## config.mk

```make
export PLATFORM = sky130hd
export DESIGN_NAME = frame_fragment_reassembly_tracker
export DESIGN_NICKNAME = d
export VERILOG_FILES = /design/src/sv/fftr_pkg.sv /design/src/sv/frame_fragment_reassembly_tracker.sv /design/src/sv/fftr_victim.sv /design/src/sv/fftr_window.sv
export SDC_FILE = /design/constraint.sdc
export NUM_CORES = 2
export LEC_CHECK = 0
export BUFFER_PORTS_ARGS = -buffer_cell sky130_fd_sc_hd__buf_2
export CAP_MARGIN = 20
export CORE_UTILIZATION = 38
export CTS_BUF_LIST = sky130_fd_sc_hd__clkbuf_4 sky130_fd_sc_hd__clkbuf_8 sky130_fd_sc_hd__clkbuf_16
export DETAILED_ROUTE_END_ITERATION = 7
export PLACE_DENSITY = 0.6
export SETUP_SLACK_MARGIN = 0.2
export SLEW_MARGIN = 10
export SYNTH_ARGS = -nofsm -noshare
export SYNTH_HDL_FRONTEND = slang
export SYNTH_SLANG_ARGS = --single-unit
```

## constraint.sdc

```tcl
create_clock -name aclk -period 15 [get_ports aclk]
set_input_delay 1.5 -clock aclk [delete_from_list [all_inputs] [get_ports aclk]]
set_output_delay 1.5 -clock aclk [all_outputs]
set_load 0.03 [all_outputs]
```

## src/sv/fftr_pkg.sv

```systemverilog
package fftr_pkg;

    // Header bytes below which a datagram is a runt
    localparam logic [10:0] HEADER_BYTES = 11'd12;

    // Result status codes
    localparam logic [2:0] ST_RUNT      = 3'd0;
    localparam logic [2:0] ST_STALE     = 3'd1;
    localparam logic [2:0] ST_STORED    = 3'd2;
    localparam logic [2:0] ST_DUPLICATE = 3'd3;
    localparam logic [2:0] ST_RANGE     = 3'd4;
    localparam logic [2:0] ST_TOO_MANY  = 3'd5;

    // One received packet header
    typedef struct packed {
        logic [10:0] packet_length;
        logic [31:0] frame_tag;
        logic [15:0] frag_idx;
        logic [15:0] frag_count;
    } fftr_in_t;

    // One tracking result
    typedef struct packed {
        logic [2:0]  status;
        logic [2:0]  slot_used;
        logic [5:0]  chunk_index;
        logic [6:0]  received_total;
        logic        frame_done;
        logic [31:0] done_frame;
        logic        evicted;
        logic [31:0] evicted_frame;
    } fftr_out_t;

endpackage

```

## src/sv/frame_fragment_reassembly_tracker.sv

```systemverilog
// Frame fragment reassembly tracker.
// s_ channel: one packet header word (length, frame id, packet index,
//   total packets) per handshake, valid/ready.
// m_ channel: exactly one result word per header: status, slot, chunk
//   index, received count, completion and eviction reports.
// Flow: an accepted header waits in the input register and is classified
//   when it moves on to the result register, where the window state and
//   the result register update together; that register drives m_data.
// Throughput: one word per cycle while the result drains. The slot match, victim pick and mask
//   update all sit in one pass between the input and result registers.
// Receiver stall: the result register holds its word while m_ready is
//   low; the input register still takes one more header, then s_ready
//   drops until the result drains.
// Reset (aresetn low, synchronous): all slots free, last completed frame
//   is zero, both registers empty. No clearing pass is needed.
module frame_fragment_reassembly_tracker #(
    parameter int SLOTS       = 5,
    parameter int MAX_PACKETS = 64
) (
    input  logic                aclk,
    input  logic                aresetn,
    input  logic                s_valid,
    output logic                s_ready,
    input  fftr_pkg::fftr_in_t  s_data,
    output logic                m_valid,
    input  logic                m_ready,
    output fftr_pkg::fftr_out_t m_data
);

    logic                in_valid_reg;
    fftr_pkg::fftr_in_t  in_data_reg;
    logic                out_valid_reg;
    fftr_pkg::fftr_out_t out_data_reg;
    fftr_pkg::fftr_out_t result;
    logic                out_free, fire;

    // Handshake
    assign out_free = !out_valid_reg || m_ready;
    assign fire     = in_valid_reg && out_free;
    assign s_ready  = !in_valid_reg || out_free;
    assign m_valid  = out_valid_reg;
    assign m_data   = out_data_reg;

    fftr_window #(
        .SLOTS       (SLOTS),
        .MAX_PACKETS (MAX_PACKETS)
    ) u_window (
        .aclk    (aclk),
        .aresetn (aresetn),
        .fire    (fire),
        .item    (in_data_reg),
        .result  (result)
    );

    // Register valid flags
    always_ff @(posedge aclk) begin
        if (!aresetn) begin
            in_valid_reg  <= 1'b0;
            out_valid_reg <= 1'b0;
        end else begin
            if (s_valid && s_ready) begin
                in_valid_reg <= 1'b1;
            end else if (fire) begin
                in_valid_reg <= 1'b0;
            end
            if (fire) begin
                out_valid_reg <= 1'b1;
            end else if (m_ready) begin
                out_valid_reg <= 1'b0;
            end
        end
    end

    // Payload registers
    always_ff @(posedge aclk) begin
        if (s_valid && s_ready) in_data_reg <= s_data;
        if (fire) out_data_reg <= result;
    end

endmodule

```

## src/sv/fftr_victim.sv

```systemverilog
// Picks the slot holding the smallest frame id, lowest slot on a tie.
// All pairwise compares run in parallel, so the depth is one compare.
module fftr_victim #(
    parameter int SLOTS = 5
) (
    input  logic [SLOTS-1:0][31:0]                        frames,
    output logic [((SLOTS > 1) ? $clog2(SLOTS) : 1)-1:0]  victim_idx
);

    localparam int SLOT_W = (SLOTS > 1) ? $clog2(SLOTS) : 1;

    logic [SLOTS-1:0] win;

    // A slot wins when it beats every lower slot strictly and every higher one or ties
    always_comb begin
        for (int i = 0; i < SLOTS; i++) begin
            win[i] = 1'b1;
            for (int j = 0; j < SLOTS; j++) begin
                if (j < i) begin
                    if (!(frames[i] < frames[j])) win[i] = 1'b0;
                end else if (j > i) begin
                    if (!(frames[i] <= frames[j])) win[i] = 1'b0;
                end
            end
        end
    end

    // Exactly one winner; encode it
    always_comb begin
        victim_idx = '0;
        for (int i = 0; i < SLOTS; i++) begin
            if (win[i]) victim_idx = SLOT_W'(i);
        end
    end

endmodule

```

## src/sv/fftr_window.sv

```systemverilog
// Reassembly window: slot state plus the combinational update for one word.
module fftr_window #(
    parameter int SLOTS       = 5,
    parameter int MAX_PACKETS = 64
) (
    input  logic              aclk,
    input  logic              aresetn,
    input  logic              fire,
    input  fftr_pkg::fftr_in_t  item,
    output fftr_pkg::fftr_out_t result
);

    localparam int SLOT_W    = (SLOTS > 1) ? $clog2(SLOTS) : 1;
    localparam int EXP_W     = $clog2(MAX_PACKETS + 1);
    localparam int MASK_BITS = ((MAX_PACKETS + 63) / 64) * 64;
    localparam int BIT_W     = $clog2(MASK_BITS);

    // Slot state
    logic [SLOTS-1:0]                 valid_reg, valid_next;
    logic [SLOTS-1:0][31:0]           frame_reg, frame_next;
    logic [SLOTS-1:0][EXP_W-1:0]      expected_reg, expected_next;
    logic [SLOTS-1:0][EXP_W-1:0]      count_reg, count_next;
    logic [SLOTS-1:0][MASK_BITS-1:0]  mask_reg, mask_next;
    logic [31:0]                      last_completed_reg, last_completed_next;

    // Decision signals
    logic                 hit, any_free;
    logic [SLOT_W-1:0]    hit_idx, free_idx, victim_idx, sel;
    logic                 runt, stale, too_many, take, alloc, evict;
    logic [EXP_W-1:0]     cur_expected, cur_count, new_count;
    logic [MASK_BITS-1:0] cur_mask, new_mask;
    logic [BIT_W-1:0]     bit_pos;
    logic                 out_range, dup, stored, done;

    fftr_victim #(
        .SLOTS (SLOTS)
    ) u_victim (
        .frames     (frame_reg),
        .victim_idx (victim_idx)
    );

    // Lookup of the frame id and of the lowest free slot
    always_comb begin
        hit      = 1'b0;
        any_free = 1'b0;
        hit_idx  = '0;
        free_idx = '0;
        for (int k = SLOTS - 1; k >= 0; k--) begin
            if (valid_reg[k] && frame_reg[k] == item.frame_tag) begin
                hit     = 1'b1;
                hit_idx = SLOT_W'(k);
            end
            if (!valid_reg[k]) begin
                any_free = 1'b1;
                free_idx = SLOT_W'(k);
            end
        end
    end

    // Classification and the per-slot update
    always_comb begin
        runt     = item.packet_length < fftr_pkg::HEADER_BYTES;
        stale    = item.frame_tag < last_completed_reg;
        too_many = !hit && (item.frag_count > 16'(MAX_PACKETS));
        take     = !runt && !stale && !too_many;
        alloc    = take && !hit;
        evict    = alloc && !any_free;
        sel      = hit ? hit_idx : (any_free ? free_idx : victim_idx);

        cur_expected = alloc ? EXP_W'(item.frag_count) : expected_reg[sel];
        cur_count    = alloc ? '0 : count_reg[sel];
        cur_mask     = alloc ? '0 : mask_reg[sel];

        bit_pos   = item.frag_idx[BIT_W-1:0];
        out_range = item.frag_idx >= 16'(cur_expected);
        dup       = cur_mask[bit_pos];
        stored    = !out_range && !dup;

        new_count = cur_count + EXP_W'(stored);
        new_mask  = cur_mask;
        if (stored) new_mask[bit_pos] = 1'b1;
        done = take && (new_count == cur_expected);
    end

    // Result word
    always_comb begin
        result = '0;
        if (runt) begin
            result.status = fftr_pkg::ST_RUNT;
        end else if (stale) begin
            result.status = fftr_pkg::ST_STALE;
        end else if (too_many) begin
            result.status = fftr_pkg::ST_TOO_MANY;
        end else begin
            if (out_range) begin
                result.status = fftr_pkg::ST_RANGE;
            end else if (dup) begin
                result.status = fftr_pkg::ST_DUPLICATE;
            end else begin
                result.status      = fftr_pkg::ST_STORED;
                result.chunk_index = item.frag_idx[5:0];
            end
            result.slot_used      = 3'(sel);
            result.received_total = 7'(new_count);
        end
        if (done) begin
            result.frame_done = 1'b1;
            result.done_frame = item.frame_tag;
        end
        if (evict) begin
            result.evicted       = 1'b1;
            result.evicted_frame = frame_reg[victim_idx];
        end
    end

    // Next state
    always_comb begin
        valid_next          = valid_reg;
        frame_next          = frame_reg;
        expected_next       = expected_reg;
        count_next          = count_reg;
        mask_next           = mask_reg;
        last_completed_next = last_completed_reg;
        if (fire && take) begin
            valid_next[sel] = 1'b1;
            count_next[sel] = new_count;
            mask_next[sel]  = new_mask;
            if (alloc) begin
                frame_next[sel]    = item.frame_tag;
                expected_next[sel] = cur_expected;
            end
        end
        // Completion frees every slot at or below the finished id
        if (fire && done) begin
            last_completed_next = item.frame_tag;
            for (int k = 0; k < SLOTS; k++) begin
                if (frame_next[k] <= item.frame_tag) valid_next[k] = 1'b0;
            end
        end
    end

    // Control state
    always_ff @(posedge aclk) begin
        if (!aresetn) begin
            valid_reg          <= '0;
            last_completed_reg <= '0;
        end else begin
            valid_reg          <= valid_next;
            last_completed_reg <= last_completed_next;
        end
    end

    // Slot contents, read only while valid
    always_ff @(posedge aclk) begin
        frame_reg    <= frame_next;
        expected_reg <= expected_next;
        count_reg    <= count_next;
        mask_reg     <= mask_next;
    end

endmodule
```

# == After elaboration in Yosys (flattened, before gate mapping) ==
# Index checks and enable logic that the tools add are counted.
# totals
ff_bits,749
latchBits,0
ram_bits,0
rom_bits,0
output_inout_bits,87
wordCells,202
memories,0
# op_classes
n_addsub,1
n_mul,0
div_mod_pow,0
order_cmp,30
eq_ne,6
shifts,0
n_mux,89
bitwise,2
n_reduce_logical,36
# ops
cell,count
32-bit <= comparator,11
32-bit less-than comparator,11
320-bit bitwise mux,1
160-bit 2-to-1 mux,2
64-bit 2-to-1 mux,4
64-bit binary-select mux with 3-bit select,1
64-bit demux with 3-bit select,1
160-bit bitwise mux,1
32-bit equality test,5
32-bit binary-select mux with 3-bit select,1
32-bit demux with 3-bit select,1
35-bit bitwise mux,2
33-bit 2-to-1 mux,2
32-bit 2-to-1 mux,2
64-bit OR,1
3-bit 2-to-1 mux,17
7-bit binary-select mux with 3-bit select,2
1-bit 2-to-1 mux,41
7-bit 2-to-1 mux,5
7-bit demux with 3-bit select,1
1-bit logical AND,18
16-bit by 7-bit >= comparator with 1-bit output,1
"16-bit by 7-bit greater-than comparator with 1-bit output, second input constant",1
"11-bit by 4-bit less-than comparator with 1-bit output, second input constant",1
other kinds (19),31

# == Depth between registers and ports, before layout ==
# logic_depth
depth_word,23
ltp_mapped,43

# == Hierarchy ==
# A second synthesis with hierarchy kept.
# hier_totals
hier_cells,4111
hier_area_um2,44524.0
# by_module_without_submodules
mod,n_inst,cells_per_inst,area_each_um2,seq_area_each_um2
fftr_window,1,2999,32328.5,15655.0
fftr_victim,1,943,7287.0,0.0
frame_fragment_reassembly_tracker,1,169,4908.5,4844.6

# == Least setup slack after synthesis ==
# No wires, ideal clock.
# synth_timing
path_kind,register -> register
start,register u_window.frame_reg[133] in the netlist's numbering
end,register u_window.valid_reg[3]
setup_time_ns,0.130
t_arrival_ns,12.382
slack_ns,2.488
stages_incl_launch_ff,40
n_path_buf,8
period_less_slack_ns,12.512
cell_sequence,dfxtp_1 -> inv_1 -> ha_1 -> a21oi_1 -> o21ai_1 -> a221o_1 -> or3_1 -> a21oi_1 -> and4b_1 -> clkbuf_1 -> or4_1 -> clkbuf_1 -> o21a_1 -> buf_2 -> clkbuf_1 -> buf_2 -> clkbuf_1 -> clkbuf_1 -> [4 not listed] -> o21ai_0 -> ha_1 -> nor2b_1 -> o21a_1 -> o21ai_0 -> nand2b_1 -> a21oi_1 -> nor2b_1 -> o21ai_0 -> nand2b_1 -> a21oi_1 -> o31ai_1 -> a21o_1 -> a21oi_1 -> o31ai_1 -> a21oi_1 -> a31o_2 -> a21oi_1
# synth_lines
element,line,text
from (decl),fftr_window.sv:20,"logic [SLOTS-1:0][31:0] frame_reg, frame_next;"
from (signal assigned),fftr_window.sv:155,frame_reg <= frame_next;
to (signal assigned),fftr_window.sv:148,valid_reg <= valid_next;
to (decl),fftr_window.sv:19,"logic [SLOTS-1:0] valid_reg, valid_next;"

# == Worst setup path in the final report ==
# layout_timing
start,register u_window.frame_reg[142] in the netlist's numbering
end,register u_window.last_completed_reg[20]
# layout_between
elab_chain_cells,21
elab_cells_between_ends,56
cone_classes,1 x add/sub; 8 x order compare; 2 x eq/ne; 34 x mux; 11 x reduce/logical
# layout_rtl
element,line,text
branches (longest 17 deep; another with 32-bit <= comparator),n/a,
7-bit by 1-bit adder with 7-bit output (*),fftr_window.sv:79,new_count = cur_count + EXP_W'(stored);
named net u_window.new_count[6],fftr_window.sv:30,"logic [EXP_W-1:0] cur_expected, cur_count, new_count;"
7-bit equality test (*),fftr_window.sv:82,done = take && (new_count == cur_expected);
1-bit logical AND (*),fftr_window.sv:82,
1-bit logical AND (*),fftr_window.sv:134,if (fire && done) begin
to (signal assigned),fftr_window.sv:149,last_completed_reg <= last_completed_next;
to (decl),fftr_window.sv:24,"logic [31:0] last_completed_reg, last_completed_next;"
# Mark *: on every way through the listed nets, which the timed path passes. The select of a mux whose other input is x is not followed.
# A chain may end at the register's enable or synchronous reset.

==> results_tabular.tex <==
\begin{tabular}{lr}
\hline
Metric & Value \\
\hline
\multicolumn{2}{l}{\textbf{Run status}} \\
\quad Status & completed \\
\multicolumn{2}{l}{\textbf{GRT}} \\
\quad GRT Residual Overflow & 0 \\
\quad All-Layer GR Usage & 0.258 \\
\quad Met3 GRT Util & 0.0514 \\
\quad Largest net degree at the start of global routing & 72 \\
\quad Global-route track usage on met1 & 0.347 \\
\quad First-pass GRT wire length & 222000 µm \\
\quad Global-route met2 utilization & 0.401 \\
\quad Via count of the first global-routing pass & 33000 \\
\quad Antenna violations before repair & 7 \\
\quad Busiest layer in global routing & met2 \\
\multicolumn{2}{l}{\textbf{Timing}} \\
\quad Final hold violations & 0 \\
\quad Worst-case headroom to the max-slew limit & 0.0246 \\
\quad Worst hold slack after final layout & 0.455 ns \\
\quad Worst slew pin tran & 1.45 ns \\
\quad Time the worst path needs with I/O delays and setup & 11.19 ns \\
\quad Count of final max-slew check failures & 0 \\
\quad TNS Setup & 0 ns \\
\quad Final critical-path share of the clock period & 0.746 \\
\quad Setup repair after global routing missed its margin & false \\
\quad Worst clock skew & 0.0456 ns \\
\quad Max Clk Rate & 89.4 MHz \\
\quad \# setup viols final & 0 \\
\multicolumn{2}{l}{\textbf{Clocking}} \\
\quad Count of hold-fix buffers inserted at cts & 0 \\
\quad Clock Root Buffer & sky130\_fd\_sc\_hd\_\_clkbuf\_16 \\
\quad Clock transition at the register clock pins on the worst setup and hold paths after CTS & 0.06 ns \\
\quad CTS H-tree lvls & 3 \\
\quad Count of clock tree sinks & 747 \\
\quad Total clock buffers created by CTS & 81 \\
\quad Max Buffers Root-to-Sink & 3 \\
\quad Clock tree from TritonCTS & done \\
\quad Post-CTS setup buffer count & 0 \\
\quad Insertion delay of the later-clocked pin in the worst-skew pair & 0.69 ns \\
\quad Number of gates resized after CTS & 0 \\
\multicolumn{2}{l}{\textbf{Logic synthesis}} \\
\quad Post-synth EDFFs & 548 \\
\quad Leading post-synthesis cells by cell area & sky130\_fd\_sc\_hd\_\_edfxtp\_1, sky130\_fd\_sc\_hd\_\_ha\_1, sky130\_fd\_sc\_hd\_\_dfxtp\_1 \\
\quad Summed instance area of the synthesized netlist & 0.0435 mm² \\
\quad Average instance area after synthesis & 10.3 µm² \\
\quad Most frequent cells after synthesis & sky130\_fd\_sc\_hd\_\_edfxtp\_1, sky130\_fd\_sc\_hd\_\_ha\_1, sky130\_fd\_sc\_hd\_\_nand2\_1, sky130\_fd\_sc\_hd\_\_o21ai\_0, sky130\_fd\_sc\_hd\_\_a21oi\_1 \\
\quad Register bit count reported by yosys & 747 \\
\quad Area share of the largest cell type after synthesis & 0.378 \\
\quad Dominant register cell in the synthesized netlist & sky130\_fd\_sc\_hd\_\_edfxtp\_1 \\
\quad Synth warnings & 0 \\
\quad Most frequently used cell type in the post-synthesis netlist & sky130\_fd\_sc\_hd\_\_edfxtp\_1 \\
\quad FFs w/ async S/R, synth & 0 \\
\quad Share of synthesized area occupied by flip-flops and latches & 0.470 \\
\quad Synthesized net count & 4817 \\
\quad Count of distinct cell types in the synthesized netlist & 81 \\
\quad Post-Synthesis Cells & 4222 \\
\quad Cell type contributing the most total cell area after synthesis & sky130\_fd\_sc\_hd\_\_edfxtp\_1 \\
\multicolumn{2}{l}{\textbf{Floorplanning}} \\
\quad Die Area & 0.116 mm² \\
\quad Core Rows & 123 \\
\quad Vertical die dimension & 340 µm \\
\quad Count of boundary I/O pins & 166 \\
\quad Die Wd & 340 µm \\
\quad Initial core utilization & 0.385 \\
\quad Core region area & 0.113 mm² \\
\multicolumn{2}{l}{\textbf{Power and ir drop}} \\
\quad Power Density & 94.8 mW/mm² \\
\quad Peak supply drop & 116 µV \\
\quad Leakage dissipation & 0.0178 µW \\
\quad Power consumption & 4650 µW \\
\multicolumn{2}{l}{\textbf{Final layout}} \\
\quad Finished Layout Cells & 5918 \\
\quad Layout area overhead & 12.8\% \\
\quad Filler cell count in the final layout & 10800 \\
\quad Flip-flop count of the largest register after layout & 320 \\
\quad Fraction of layout cells with a size suffix above 1 & 0.104 \\
\quad Nets & 4944 \\
\quad Post-Layout Inst Area & 0.0490 mm² \\
\multicolumn{2}{l}{\textbf{Worst setup path}} \\
\quad Largest stage delay on the critical path & 0.98 ns \\
\quad Top delay family on crit path & simple AND/OR/NAND/NOR gates \\
\quad Kind of capture point of the worst setup path & register \\
\quad Setup CP Type & register to register \\
\quad Data required, critical path & 15.59 ns \\
\quad Cell type of the slowest stage on the worst timing path & sky130\_fd\_sc\_hd\_\_nor4\_2 \\
\quad Data arrival time of the critical path & 11.78 ns \\
\quad Buf+Inv Stages, Crit Path & 6 \\
\quad Largest fanout of any net on the critical path & 54 \\
\quad Worst Setup Start Kind & register \\
\multicolumn{2}{l}{\textbf{Drt}} \\
\quad Average routed wire per standard cell & 25.7 µm \\
\quad Via density & 5.86 \\
\quad Residual DRC count & 0 \\
\quad Total via count after detailed routing & 34700 \\
\quad ANT nets after route & 0 \\
\quad Initial DRT Pass Iterations & 6 \\
\quad Sum of routed wire length over all layers & 152000 µm \\
\quad 1st-iter DRT viols & 3713 \\
\multicolumn{2}{l}{\textbf{Hold path}} \\
\quad Worst hold-check path type & register to register \\
\multicolumn{2}{l}{\textbf{Placement}} \\
\quad Number of port buffers & 163 \\
\quad Number of cells in the design after placement & 5763 \\
\quad GP Congestion & 1.06 \\
\quad Standard cell area after detailed placement & 0.0461 mm² \\
\quad Final HPWL DP & 107000 µm \\
\multicolumn{2}{l}{\textbf{Run}} \\
\quad Max-cap violations & 0 \\
\hline
\end{tabular}
-- through the flow --
stage	utilization	setup slack [ns]
3_3_place_gp	0.408	3.70
4_1_cts	0.434	3.53
2_1_floorplan	-	2.49
6_report	0.434	3.81
3_5_place_dp	0.408	3.62
5_1_grt	0.434	3.36
-- where the power goes --
part / leakage [µW] / switching [µW] / internal (µW) / total, µW
Clock: 0.00145 / 895 / 1290 / 2190
Combinational: 0.0112 / 147 / 64.5 / 212
Sequential: 0.00524 / 28.7 / 2220 / 2250
Total: 0.0178 / 1070 / 3580 / 4650
-- final cells by class --
type	count	area [µm²]	area share
tap	1500	1880	0.0383
clock buffer	116	2330	0.0476
timing repair buffer	235	1390	0.0282
clock inverter	34	582	0.0119
inverter	242	911	0.0186
multi-input combinational	3042	21500	0.439
antenna	2	5.00	0.000102
sequential	747	20400	0.417
-- tightest hold or removal path, cell delays in order, from the launching register on --
cell and delay, ns:
sky130_fd_sc_hd__dfxtp_1 0.31, sky130_fd_sc_hd__nand2_1 0.05, sky130_fd_sc_hd__mux2i_1 0.05
-- worst paths after layout --
kind	start	end	slack (ns)	cells after the start
min	u_window.last_completed_reg[0]	u_window.last_completed_reg[0]	0.46	2
max reg2reg	u_window.frame_reg[142]	u_window.last_completed_reg[20]	3.81	30
min reg2reg	u_window.last_completed_reg[0]	u_window.last_completed_reg[0]	0.46	2
max	u_window.frame_reg[142]	u_window.last_completed_reg[20]	3.81	30
-- cells in the final DEF, fill, tap and decap left out, types with 81 or more instances in the layout --
cell type                   count
sky130_fd_sc_hd__edfxtp_1     548
sky130_fd_sc_hd__o21ai_0      318
sky130_fd_sc_hd__inv_1        240
sky130_fd_sc_hd__a21oi_1      245
sky130_fd_sc_hd__xor2_1       142
sky130_fd_sc_hd__dfxtp_1      199
sky130_fd_sc_hd__buf_2        163
sky130_fd_sc_hd__nor2_1       193
sky130_fd_sc_hd__ha_1         516
sky130_fd_sc_hd__nand2_1      483
sky130_fd_sc_hd__nand3_1       84
sky130_fd_sc_hd__nand4_1      109
sky130_fd_sc_hd__clkbuf_16     81
-- logic make-up (layout without fill, tap and decap cells) --
family / Yosys count / in the layout / share of synthesized area
adder cells (fa/ha/maj): 516 / 516 / 0.148
multiplexers: 83 / 83 / 0.0195
buffers and inverters: 433 / 627 / 0.0384
flip-flops: 747 / 747 / 0.470
AO/OA/AOI/OAI: 1035 / 1035 / 0.153
XOR/XNOR: 169 / 169 / 0.0340
other: 0 / 2 / 0
AND/OR/NAND/NOR: 1239 / 1239 / 0.137
-- routing by layer --
metal	share of wire	vias to the layer above
met1	0.42	16700
met2	0.44	1594
met4	0.047	0
met3	0.090	335
met5	0	-
li1	-	16100
(Power assumes the default switching activity.)
